## src/design/sfr_pkg.sv

```systemverilog
// ----------------------------------------------------------------------------
// sfr_pkg - shared types and constants of the STX/ETX frame receiver
// Reply codes, word layout of a pending reply and the reply frame table.
// ----------------------------------------------------------------------------
package sfr_pkg;

	localparam int CHUNK_DEPTH = 256;
	localparam int BYTE_W      = 8;
	localparam int LEN_W       = 9;
	localparam int KIND_W      = 2;
	localparam int STEP_W      = 4;
	localparam int HDR_LEN     = 3;

	localparam logic [BYTE_W-1:0] SOF_BYTE   = 8'h02;
	localparam logic [BYTE_W-1:0] EOF_BYTE   = 8'h03;
	localparam logic [BYTE_W-1:0] REPLY_TYPE = 8'h06;
	localparam logic [BYTE_W-1:0] DBG_TYPE   = 8'h00;
	localparam logic [BYTE_W-1:0] ACK_LEN    = 8'h01;
	localparam logic [BYTE_W-1:0] DBG_LEN    = 8'h05;
	localparam logic [BYTE_W-1:0] CHR_ACK    = 8'h41;	// 'A'
	localparam logic [BYTE_W-1:0] CHR_NACK   = 8'h4E;	// 'N'
	localparam logic [BYTE_W-1:0] CHR_E      = 8'h65;	// 'e'
	localparam logic [BYTE_W-1:0] CHR_R      = 8'h72;	// 'r'
	localparam logic [BYTE_W-1:0] CHR_O      = 8'h6F;	// 'o'

	localparam logic [KIND_W-1:0] KIND_TX   = 2'd0;
	localparam logic [KIND_W-1:0] KIND_GOOD = 2'd1;
	localparam logic [KIND_W-1:0] KIND_BAD  = 2'd2;
	localparam logic [KIND_W-1:0] KIND_READ = 2'd3;

	typedef enum logic [1:0] {
		OP_READ,
		OP_GOOD,
		OP_BAD
	} op_t;

	// one pending reply handed from the chunk logic to the sequencer
	typedef struct packed {
		op_t               op;
		logic [BYTE_W-1:0] ftype;
		logic [LEN_W-1:0]  flen;
	} job_t;

	typedef struct packed {
		logic [KIND_W-1:0] kind;
		logic [BYTE_W-1:0] data;
		logic              last;
	} reply_t;

	function automatic reply_t tx_word(input logic [BYTE_W-1:0] b, input logic is_last);
		reply_t r;
		r.kind = KIND_TX;
		r.data = b;
		r.last = is_last;
		return r;
	endfunction

	// word table of the replies; step 0 is the status word of a chunk reply, or the only word of a read
	function automatic reply_t reply_rom(input op_t op, input logic [STEP_W-1:0] step);
		reply_t r;
		r = '{kind: KIND_TX, data: '0, last: 1'b0};
		unique case (op)
			OP_READ: r = '{kind: KIND_READ, data: '0, last: 1'b1};
			OP_GOOD: begin
				unique case (step)
					4'd0: r = '{kind: KIND_GOOD, data: '0, last: 1'b0};
					4'd1: r = tx_word(SOF_BYTE, 1'b0);
					4'd2: r = tx_word(REPLY_TYPE, 1'b0);
					4'd3: r = tx_word(ACK_LEN, 1'b0);
					4'd4: r = tx_word(CHR_ACK, 1'b0);
					4'd5: r = tx_word(EOF_BYTE, 1'b1);
					default: r = tx_word('0, 1'b1);
				endcase
			end
			OP_BAD: begin
				unique case (step)
					4'd0:  r = '{kind: KIND_BAD, data: '0, last: 1'b0};
					4'd1:  r = tx_word(SOF_BYTE, 1'b0);
					4'd2:  r = tx_word(DBG_TYPE, 1'b0);
					4'd3:  r = tx_word(DBG_LEN, 1'b0);
					4'd4:  r = tx_word(CHR_E, 1'b0);
					4'd5:  r = tx_word(CHR_R, 1'b0);
					4'd6:  r = tx_word(CHR_R, 1'b0);
					4'd7:  r = tx_word(CHR_O, 1'b0);
					4'd8:  r = tx_word(CHR_R, 1'b0);
					4'd9:  r = tx_word(EOF_BYTE, 1'b0);
					4'd10: r = tx_word(SOF_BYTE, 1'b0);
					4'd11: r = tx_word(REPLY_TYPE, 1'b0);
					4'd12: r = tx_word(ACK_LEN, 1'b0);
					4'd13: r = tx_word(CHR_NACK, 1'b0);
					4'd14: r = tx_word(EOF_BYTE, 1'b1);
					default: r = tx_word('0, 1'b1);
				endcase
			end
			default: r = tx_word('0, 1'b1);
		endcase
		return r;
	endfunction

endpackage

```

## src/design/sfr_reply_seq.sv

```systemverilog
// ----------------------------------------------------------------------------
// sfr_reply_seq - reply word sequencer
// Holds one pending reply and steps it out one word per cycle while res_ready is high.
// ----------------------------------------------------------------------------
module sfr_reply_seq (
	input  logic                                clk,
	input  logic                                arst_n,
	input  logic                                job_valid,
	input  sfr_pkg::job_t                       job,
	output logic                                job_ready,
	input  logic [sfr_pkg::BYTE_W-1:0]          rd_data,
	output logic                                res_valid,
	input  logic                                res_ready,
	output logic [sfr_pkg::KIND_W-1:0]          kind,
	output logic [sfr_pkg::BYTE_W-1:0]          data,
	output logic [sfr_pkg::BYTE_W-1:0]          frame_type,
	output logic [sfr_pkg::LEN_W-1:0]           frame_length,
	output logic                                last
);

	logic                        busy_q;
	logic [sfr_pkg::STEP_W-1:0]  step_q;
	sfr_pkg::job_t               job_s1;
	sfr_pkg::reply_t             word;
	logic                        first;

	assign word      = sfr_pkg::reply_rom(job_s1.op, step_q);
	assign first     = (step_q == '0);
	assign job_ready = !busy_q || (res_ready && word.last);

	always_ff @(posedge clk or negedge arst_n) begin
		if (!arst_n) begin
			busy_q <= 1'b0;
			step_q <= '0;
		end else if (job_ready) begin
			busy_q <= job_valid;
			step_q <= '0;
		end else if (res_ready) begin
			step_q <= step_q + sfr_pkg::STEP_W'(1);
		end
	end

	always_ff @(posedge clk) begin
		if (job_ready && job_valid) begin
			job_s1 <= job;
		end
	end

	assign res_valid    = busy_q;
	assign kind         = word.kind;
	assign data         = (job_s1.op == sfr_pkg::OP_READ) ? rd_data : word.data;
	assign frame_type   = (job_s1.op == sfr_pkg::OP_GOOD && first) ? job_s1.ftype : '0;
	assign frame_length = (job_s1.op != sfr_pkg::OP_READ && first) ? job_s1.flen : '0;
	assign last         = word.last;

endmodule

```

## src/design/stx_etx_frame_receiver_ack_top.sv

```systemverilog
// ----------------------------------------------------------------------------
// stx_etx_frame_receiver_ack_top - STX/ETX chunk receiver with ACK/NACK reply
// Gathers received bytes into chunks, decodes headers and answers each data
// chunk with a status word and the ACK frame, or the debug and NACK frames.
// ----------------------------------------------------------------------------
// The first result word is valid in the cycle after the input word is taken in.
// Throughput: one input word per cycle while no reply is pending; a reply goes
//   out one word per cycle while res_ready is high (1 for a read, 6 for a good
//   chunk, 15 for a bad one) and the next input is taken as its last word leaves.
// Read data comes from the chunk buffer's single registered read port.
// Reset: expected length 3, count and type cleared; buffer is not cleared.
// ----------------------------------------------------------------------------
module stx_etx_frame_receiver_ack_top #(
	parameter int CHUNK_DEPTH = sfr_pkg::CHUNK_DEPTH
) (
	input  logic                          clk,
	input  logic                          arst_n,
	input  logic                          item_valid,
	output logic                          item_ready,
	input  logic                          action,
	input  logic [sfr_pkg::BYTE_W-1:0]    rx_byte,
	input  logic [sfr_pkg::BYTE_W-1:0]    read_index,
	output logic                          res_valid,
	input  logic                          res_ready,
	output logic [sfr_pkg::KIND_W-1:0]    kind,
	output logic [sfr_pkg::BYTE_W-1:0]    data,
	output logic [sfr_pkg::BYTE_W-1:0]    frame_type,
	output logic [sfr_pkg::LEN_W-1:0]     frame_length,
	output logic                          last
);

	localparam int AW  = $clog2(CHUNK_DEPTH);
	localparam int LW  = sfr_pkg::LEN_W;

	// chunk buffer: one write port (received bytes), one read port (reads)
	logic [sfr_pkg::BYTE_W-1:0] mem [CHUNK_DEPTH];
	logic [sfr_pkg::BYTE_W-1:0] rd_q;
	logic                       rd_in_range_q;

	// chunk state
	logic [LW-1:0]              expected_q;
	logic [LW-1:0]              count_q;
	logic [sfr_pkg::BYTE_W-1:0] msg_type_q;
	logic [sfr_pkg::BYTE_W-1:0] byte0_q;	// copies of the first two chunk
	logic [sfr_pkg::BYTE_W-1:0] byte1_q;	// bytes for header decode

	logic          acc;
	logic          rx_acc;
	logic          rd_acc;
	logic [LW-1:0] cnt_next;
	logic          chunk_done;
	logic          is_header;
	logic [LW-1:0] hdr_len;
	logic          rd_in_range;

	sfr_pkg::job_t job;
	logic          job_valid;
	logic          job_ready;

	assign item_ready = job_ready;
	assign acc        = item_valid && item_ready;
	assign rx_acc     = acc && !action;
	assign rd_acc     = acc && action;

	assign cnt_next   = count_q + LW'(1);
	assign chunk_done = (cnt_next == expected_q);
	// count_q is 2 at the end of a three-byte chunk, so both copies are held
	assign is_header  = (expected_q == LW'(sfr_pkg::HDR_LEN)) && (byte0_q == sfr_pkg::SOF_BYTE);
	assign hdr_len    = LW'(rx_byte) + LW'(1);
	assign rd_in_range = (LW'(read_index) < LW'(CHUNK_DEPTH));

	// a reply is due for every read and every completed data chunk
	always_comb begin
		job.op    = sfr_pkg::OP_READ;
		job.ftype = msg_type_q;
		job.flen  = expected_q;
		if (!action) begin
			// the last chunk byte is the one arriving now
			job.op = (rx_byte == sfr_pkg::EOF_BYTE) ? sfr_pkg::OP_GOOD : sfr_pkg::OP_BAD;
		end
	end

	assign job_valid = rd_acc || (rx_acc && chunk_done && !is_header);

	always_ff @(posedge clk or negedge arst_n) begin
		if (!arst_n) begin
			expected_q <= LW'(sfr_pkg::HDR_LEN);
			count_q    <= '0;
			msg_type_q <= '0;
		end else if (rx_acc) begin
			if (!chunk_done) begin
				count_q <= cnt_next;
			end else begin
				count_q <= '0;
				if (is_header) begin
					msg_type_q <= byte1_q;
					// long headers saturate at the buffer depth
					expected_q <= (hdr_len > LW'(CHUNK_DEPTH)) ? LW'(CHUNK_DEPTH) : hdr_len;
				end else begin
					expected_q <= LW'(sfr_pkg::HDR_LEN);
				end
			end
		end
	end

	always_ff @(posedge clk) begin
		if (rx_acc && count_q == LW'(0)) begin
			byte0_q <= rx_byte;
		end
		if (rx_acc && count_q == LW'(1)) begin
			byte1_q <= rx_byte;
		end
	end

	// count_q stays below expected_q, which never exceeds the depth
	always_ff @(posedge clk) begin
		if (rx_acc) begin
			mem[count_q[AW-1:0]] <= rx_byte;
		end
		if (rd_acc) begin
			rd_q          <= mem[read_index[AW-1:0]];
			rd_in_range_q <= rd_in_range;
		end
	end

	sfr_reply_seq u_seq (
		.clk          (clk),
		.arst_n       (arst_n),
		.job_valid    (job_valid),
		.job          (job),
		.job_ready    (job_ready),
		.rd_data      (rd_in_range_q ? rd_q : '0),
		.res_valid    (res_valid),
		.res_ready    (res_ready),
		.kind         (kind),
		.data         (data),
		.frame_type   (frame_type),
		.frame_length (frame_length),
		.last         (last)
	);

endmodule

```

## config.mk

```make
export PLATFORM = sky130hd
export DESIGN_NAME = stx_etx_frame_receiver_ack_top
export DESIGN_NICKNAME = d
export VERILOG_FILES = /design/src/design/sfr_pkg.sv /design/src/design/sfr_reply_seq.sv /design/src/design/stx_etx_frame_receiver_ack_top.sv
export SDC_FILE = /design/constraint.sdc
export NUM_CORES = 2
export LEC_CHECK = 0
export BUFFER_PORTS_ARGS = -buffer_cell sky130_fd_sc_hd__clkbuf_2
export CAP_MARGIN = 20
export CORE_ASPECT_RATIO = 1.25
export CORE_UTILIZATION = 55
export CTS_CLUSTER_SIZE = 28
export DETAILED_ROUTE_END_ITERATION = 10
export GPL_TIMING_DRIVEN = 0
export PLACE_DENSITY = 0.7
export SLEW_MARGIN = 10
export SYNTH_ARGS = -nofsm -noshare
export SYNTH_HDL_FRONTEND = slang
export SYNTH_SLANG_ARGS = --single-unit
```

## constraint.sdc

```tcl
create_clock -name clk -period 3.9 [get_ports clk]
set_input_delay 0.195 -clock clk [delete_from_list [all_inputs] [get_ports clk]]
set_output_delay 0.195 -clock clk [all_outputs]
set_load 0.01 [all_outputs]
```

Yosys cells after proc, flatten, opt, wreduce, memory -nomap -nowiden:

Memory sizes are Yosys's and may differ from the RTL's. A register that Yosys moved wholly into a read port is not among the register bits.
Index checks and enable logic that the tools add are counted.

* flip-flop bits (word level): 66
* ROM bits: 144
* memories kept: 2
* bits in writable memories: 2048
* logic and storage cells: 65

* multiplexer cells: 13
* add/subtract/negate cells: 3
* eq/ne operators: 12
* $lt $le $gt $ge: 1
* reduce and logical (&&, ||, !) cells: 24

Memories
* mem: words 256, bits a word 8, rd ports 1, clocked after memory_dff 1, write ports 1, line stx_etx_frame_receiver_ack_top.sv:36 `logic [sfr_pkg::BYTE_W-1:0] mem [CHUNK_DEPTH];`
* (name not given): words 16, bits a word 9, rd ports 1, clocked after memory_dff 0, write ports 0, line sfr_pkg.sv:76 `unique case (step)`

Operator list (number)
* $pmux W10 S6: 1
* $mux W9: 4
* $pmux W11 S3: 1
* $eq A8 B2 Y1 const B: 2
* $mux W8: 2
* $logic_and A1 B1 Y1: 12
* $add A8 B1 Y9 const B: 1
* $add A9 B1 Y9 const B: 1
* $eq A9 B1 Y1 const B: 1
* $eq A9 B2 Y1 const B: 1
* $eq A9 B9 Y1: 1
* $gt A9 B9 Y1 const B: 1
* $logic_not A9 Y1: 1
* $eq A4 B2 Y1 const B: 2
* $eq A4 B3 Y1 const B: 2
* $mux W4: 2
* $add A4 B1 Y4 const B: 1
* $eq A4 B1 Y1 const B: 1
* $logic_not A4 Y1: 1
* $reduce_bool A2 Y1: 2
* $logic_not A1 Y1: 3
* $reduce_and A3 Y1: 1
* $eq A2 B1 Y1 const B: 1
* $eq A2 B2 Y1 const B: 1
* 5 further kinds: 7

Longest topological paths before layout:

* depth after elaboration: 11
* gate-level depth with buffers: 12

Cells and area by module:

Synthesis repeated with hierarchy kept, for this count alone.

* cell total of the unflattened synthesis: 4020
* area, all modules: 83447.5 um^2

By module, submodules not included
* stx_etx_frame_receiver_ack_top: area each 82007.4 um^2, cells each 3888, sequential area each 62872.8 um^2, instances 1
* sfr_reply_seq: area each 1440.1 um^2, cells each 132, sequential area each 695.7 um^2, instances 1

Worst setup path before layout:

No wires, ideal clock.

* path type: reg2reg
* from: register u_seq.step_q[0] (netlist bit)
* to: register byte0_q[0] (netlist bit) (enable)
* cell stages (with the launch flop): 9
* clock period less this slack: 3.285 ns
* data required time: 3.517 ns
* setup slack: 0.615 ns
* arrival: 2.901 ns
* path buffers: 0
* cells stage by stage: dfrtp_1 > inv_1 > ha_1 > o21ba_1 > o311a_1 > o31a_1 > nor4_2 > nand3b_1 > nor3_1

* word-level cells in the longest chain between the ends: 8
* elaborated cells between the ends (all ways): 14
* classes of those cells: eq/ne (5); mux (2); reduce/logical (6); memory (1)

Ends and longest elaborated chain
* start, declared: line sfr_reply_seq.sv:22 `logic [sfr_pkg::STEP_W-1:0] step_q;`
* start signal, assigned: line sfr_reply_seq.sv:39 `step_q <= step_q + sfr_pkg::STEP_W'(1);`
* parallel branches: the longest is 2 deep, another holds $mem_v2 Z16 W9
* $pmux W11 S3 *: line sfr_pkg.sv:62 `unique case (op)`
* $logic_and A1 B1 Y1 *: line sfr_reply_seq.sv:29 `assign job_ready = !busy_q || (res_ready && word.last);`
* $logic_or A1 B1 Y1 *: line sfr_reply_seq.sv:29
* $logic_and A1 B1 Y1 *: line stx_etx_frame_receiver_ack_top.sv:61 `assign acc = item_valid && item_ready;`
* $logic_and A1 B1 Y1 *: line stx_etx_frame_receiver_ack_top.sv:62 `assign rx_acc = acc && !action;`
* $logic_and A1 B1 Y1 *: line stx_etx_frame_receiver_ack_top.sv:107 `if (rx_acc && count_q == LW'(0)) begin`
* end signal, assigned: line stx_etx_frame_receiver_ack_top.sv:108 `byte0_q <= rx_byte;`
* end, declared: line stx_etx_frame_receiver_ack_top.sv:44 `logic [sfr_pkg::BYTE_W-1:0] byte0_q;`

Mark *: on every way between the ends.
A chain may end at the register's enable or synchronous reset.

==> impl_metrics.tcl <==
set metrics [dict create \
    status "finished, violations left" \
    violations "negative setup slack" \
    p_sw_share_pct 23.0 \
    drcViolationCount 0 \
    synthFlopType "edfxtp_1" \
    synth_edf_count 2091 \
    wl_um 250000 \
    fp-row-count 158 \
    slew_headroom_pct 15.3 \
    finalSetupTns_ns -0.961 \
    dieArea_mm2 0.152 \
    die_h_um 436 \
    port_buffers 45 \
    r2r_cells 9 \
    synth_fp_nets 4089 \
    setup_ws_ns -0.230 \
    clockBufferDepth 3 \
    sequentialPowerShare_pct 54.0 \
    clock-sinks 2122 \
    drive_gt1_share_pct 25.7 \
    setup.worst_path.end_class "register" \
    area_growth_pct 13.3 \
    finalInstanceArea_mm2 0.0939 \
    synth_area_per_cell_um2 20.4 \
    routed_via_density 6.92 \
    antenna_found_initial 15 \
    worst-path-max-fanout 10 \
    min_period_ns 4.13 \
    synthArstFlopShare_pct 1.46 \
    powerDensity_mw_per_mm2 498 \
    grt_pass1_vias 43872 \
    cp_data_arrival_time_ns 4.64 \
    yosysWarnings 0 \
    hp-class "input port to async pin" \
    netSwitchingPower_mw 10.8 \
    dr.pass1.iters 8 \
    track_usage_pct 33.2 \
    gr-total-overflow 0 \
    place_congestion 0.967 \
    first_iter_violations 7629 \
    yosysSeqAreaShare_pct 76.7 \
    fin_skew_ns 0.0324 \
    wl_per_cell_um 38.3 \
    hpwlAfterDp_um 165000 \
    ys_ff_latch 2122 \
    placed_area_mm2 0.0863 \
    synth_cell_type_count 68 \
    ir_drop_uv 344 \
    finalPower_mw 46.8 \
    synth_cells 4058 \
    r2r_start "u_seq.step_q[0]" \
    clkLatencyLatePin_ns 0.86 \
    clk_pin_slew_ns 0.06 \
    p_comb_share_pct 7.4 \
    reg2reg_to "mem[191][2]" \
    fmax_ghz 0.242 \
    p_leak_nw 29.1 \
    start_kind "input port" \
    slew_viol_final 0 \
    core_mm2 0.149 \
    grt_pass1_wl_um 343000 \
    startpoint "read_index[3]" \
    path_class "input port to register" \
    cp.required_ns 4.41 \
    clockRootBuffer "clkbuf_16" \
    cts_tree "yes" \
    htree_levels 4 \
    r2r_setup_slack_ns -0.02 \
    rsz0062_at_grt "true" \
    num_vias 45123 \
    setup_viol 20 \
    start_util_pct 55.7 \
    syn_area_mm2 0.0829 \
    period_share_pct 106 \
    ioPinCount 51 \
    grt_max_degree 145 \
    internal_power_mw 36.0 \
    hold_viol 0 \
    cap_violations 0 \
    ant_nets 0 \
    tightestPinTransition_ns 1.27 \
    numCtsBuffers 188 \
    final_nets 4391 \
    clockPowerShare_pct 38.6 \
    die_x_um 349 \
]
==> placed cells by master, fill, tap and decap left out, drive strengths merged, types with 9 or more instances in the layout <==
cell type,n
mux2,17
a211oi,34
mux4,456
o221ai,50
nor4,15
o21ai,42
clkbuf,391
a31oi,9
clkinv,82
nor3,32
nor2b,14
dfrtp,29
nand2b,13
and2,35
nand3b,10
nand3,34
dlygate4sd3,10
o31ai,9
nor2,308
a22o,23
mux2i,161
nand4,10
o22ai,37
ha,10
bufinv,10
a21oi,83
inv,24
buf,195
a221oi,28
nand2,89
xnor2,12
edfxtp,2091
and3,15
a22oi,54
==> layout make-up <==
cell class	count	area [um2]
diodes	8	20.0
plain buffers	240	1220
clock buffers	243	5000
clock inverters	104	823
fillers	9920	54900
inverters	15	56.3
multi-input cells	1679	19500
flip-flops and latches	2122	63600
well taps	2000	2500
repair buffers	114	1260
==> state kept, by name, summed over array words and instances (netlist names) <==
| name | cells |
|---|---|
| mem | 2048 |
| u_seq.job_s1 | 19 |
| count_q | 9 |
| expected_q | 9 |
| byte0_q | 8 |
| byte1_q | 8 |
| msg_type_q | 8 |
| rd_q | 8 |
| u_seq.step_q | 4 |
| u_seq.res_valid | 1 |
==> power groups by stage <==
stage          Sequential, mW  Combinational, mW  Clock [mW]
2_1_floorplan            25.7               1.62           0
3_3_place_gp             25.9               3.10           0
3_5_place_dp             25.8               3.22           0
4_1_cts                  25.3               3.34        18.0
5_1_grt                  25.3               3.53        18.8
6_report                 25.3               3.46        18.0
==> Yosys cell counts (10+ instances only) <==
library cell | instances | share of area, %
clkbuf_1 | 107 | 0.48
o22ai_1 | 37 | 0.28
nor2_1 | 308 | 1.4
nand4_1 | 10 | 0.075
mux4_2 | 456 | 12
and2_1 | 35 | 0.26
nand3b_1 | 10 | 0.091
edfxtp_1 | 2091 | 76
buf_1 | 30 | 0.14
xnor2_1 | 12 | 0.13
buf_2 | 68 | 0.41
inv_1 | 12 | 0.054
a22o_1 | 23 | 0.24
ha_1 | 10 | 0.15
nand2b_1 | 13 | 0.098
a211oi_1 | 34 | 0.31
nor4_1 | 14 | 0.11
nor3_1 | 32 | 0.19
a21oi_1 | 83 | 0.50
o21ai_0 | 42 | 0.25
and3_1 | 15 | 0.11
buf_4 | 36 | 0.33
dfrtp_1 | 29 | 0.88
nor2b_1 | 14 | 0.11
mux2i_1 | 161 | 1.9
a221oi_1 | 28 | 0.30
a22oi_1 | 54 | 0.49
nand3_1 | 34 | 0.21
nand2_1 | 89 | 0.40
o221ai_1 | 50 | 0.53
==> cells by family after synthesis <==
| family | share of synthesized area, % |
|---|---|
| compound gates | 3.66 |
| xor+xnor | 0.190 |
| fa+ha+maj | 0.151 |
| flops | 76.7 |
| simple gates | 3.25 |
| buf+inv | 1.44 |
| mux | 14.6 |
==> routing by layer <==
layer  vias up  part of all wire [%]  track usage (%)
met3       736                    13             9.49
met1     23459                    33             42.0
met5         -                 0.039                0
li1      17507                     -                -
met2      3407                    47             50.8
met4        14                   7.2             20.6
==> critical path, cell delays in order <==
cell,delay [ns]
clkbuf_2,0.24
buf_2,0.49
buf_1,0.73
buf_6,0.25
clkbuf_1,0.92
nor2_1,0.48
o221ai_1,0.19
nor2_1,0.12
o32ai_1,0.74
a211oi_2,0.26
==> per-stage QoR <==
step | std cells | hold WS [ns] | utilization, % | setup WS (ns)
after floorplan | 4058 | -0.101 | - | 0.615
after global placement | 6103 | 0.327 | 57.5 | -2.02
after detailed placement | 6131 | 0.344 | 57.9 | -1.59
after CTS | 6508 | 0.000868 | 62.9 | -0.197
after global routing | 6519 | 0.0740 | 63.1 | -0.0935
final | 6525 | 0.0211 | 63.1 | -0.230
==> worst max path at each step <==
stage          depth (start not counted)  slack [ns]             to
6_report                              10       -0.23        rd_q[4]
5_1_grt                                9       -0.09    mem[191][2]
4_1_cts                                9       -0.20     mem[91][3]
3_5_place_dp                           9       -1.59    mem[223][4]
3_3_place_gp                           6       -2.02  expected_q[0]
2_1_floorplan                          8        0.62     byte0_q[0]
==> what timing repair did <==
action | in CTS | in global routing
setup buffers | 21 | 2
hold endpoints to repair | 382 | 0
pin swaps | 9 | 7
endpoints found under the setup margin | 2072 | 1088
gates resized for setup | 337 | 51
hold buffers | 10 | 0
cloned | 0 | 0
No activity file was read; power rests on OpenSTA's default activity.
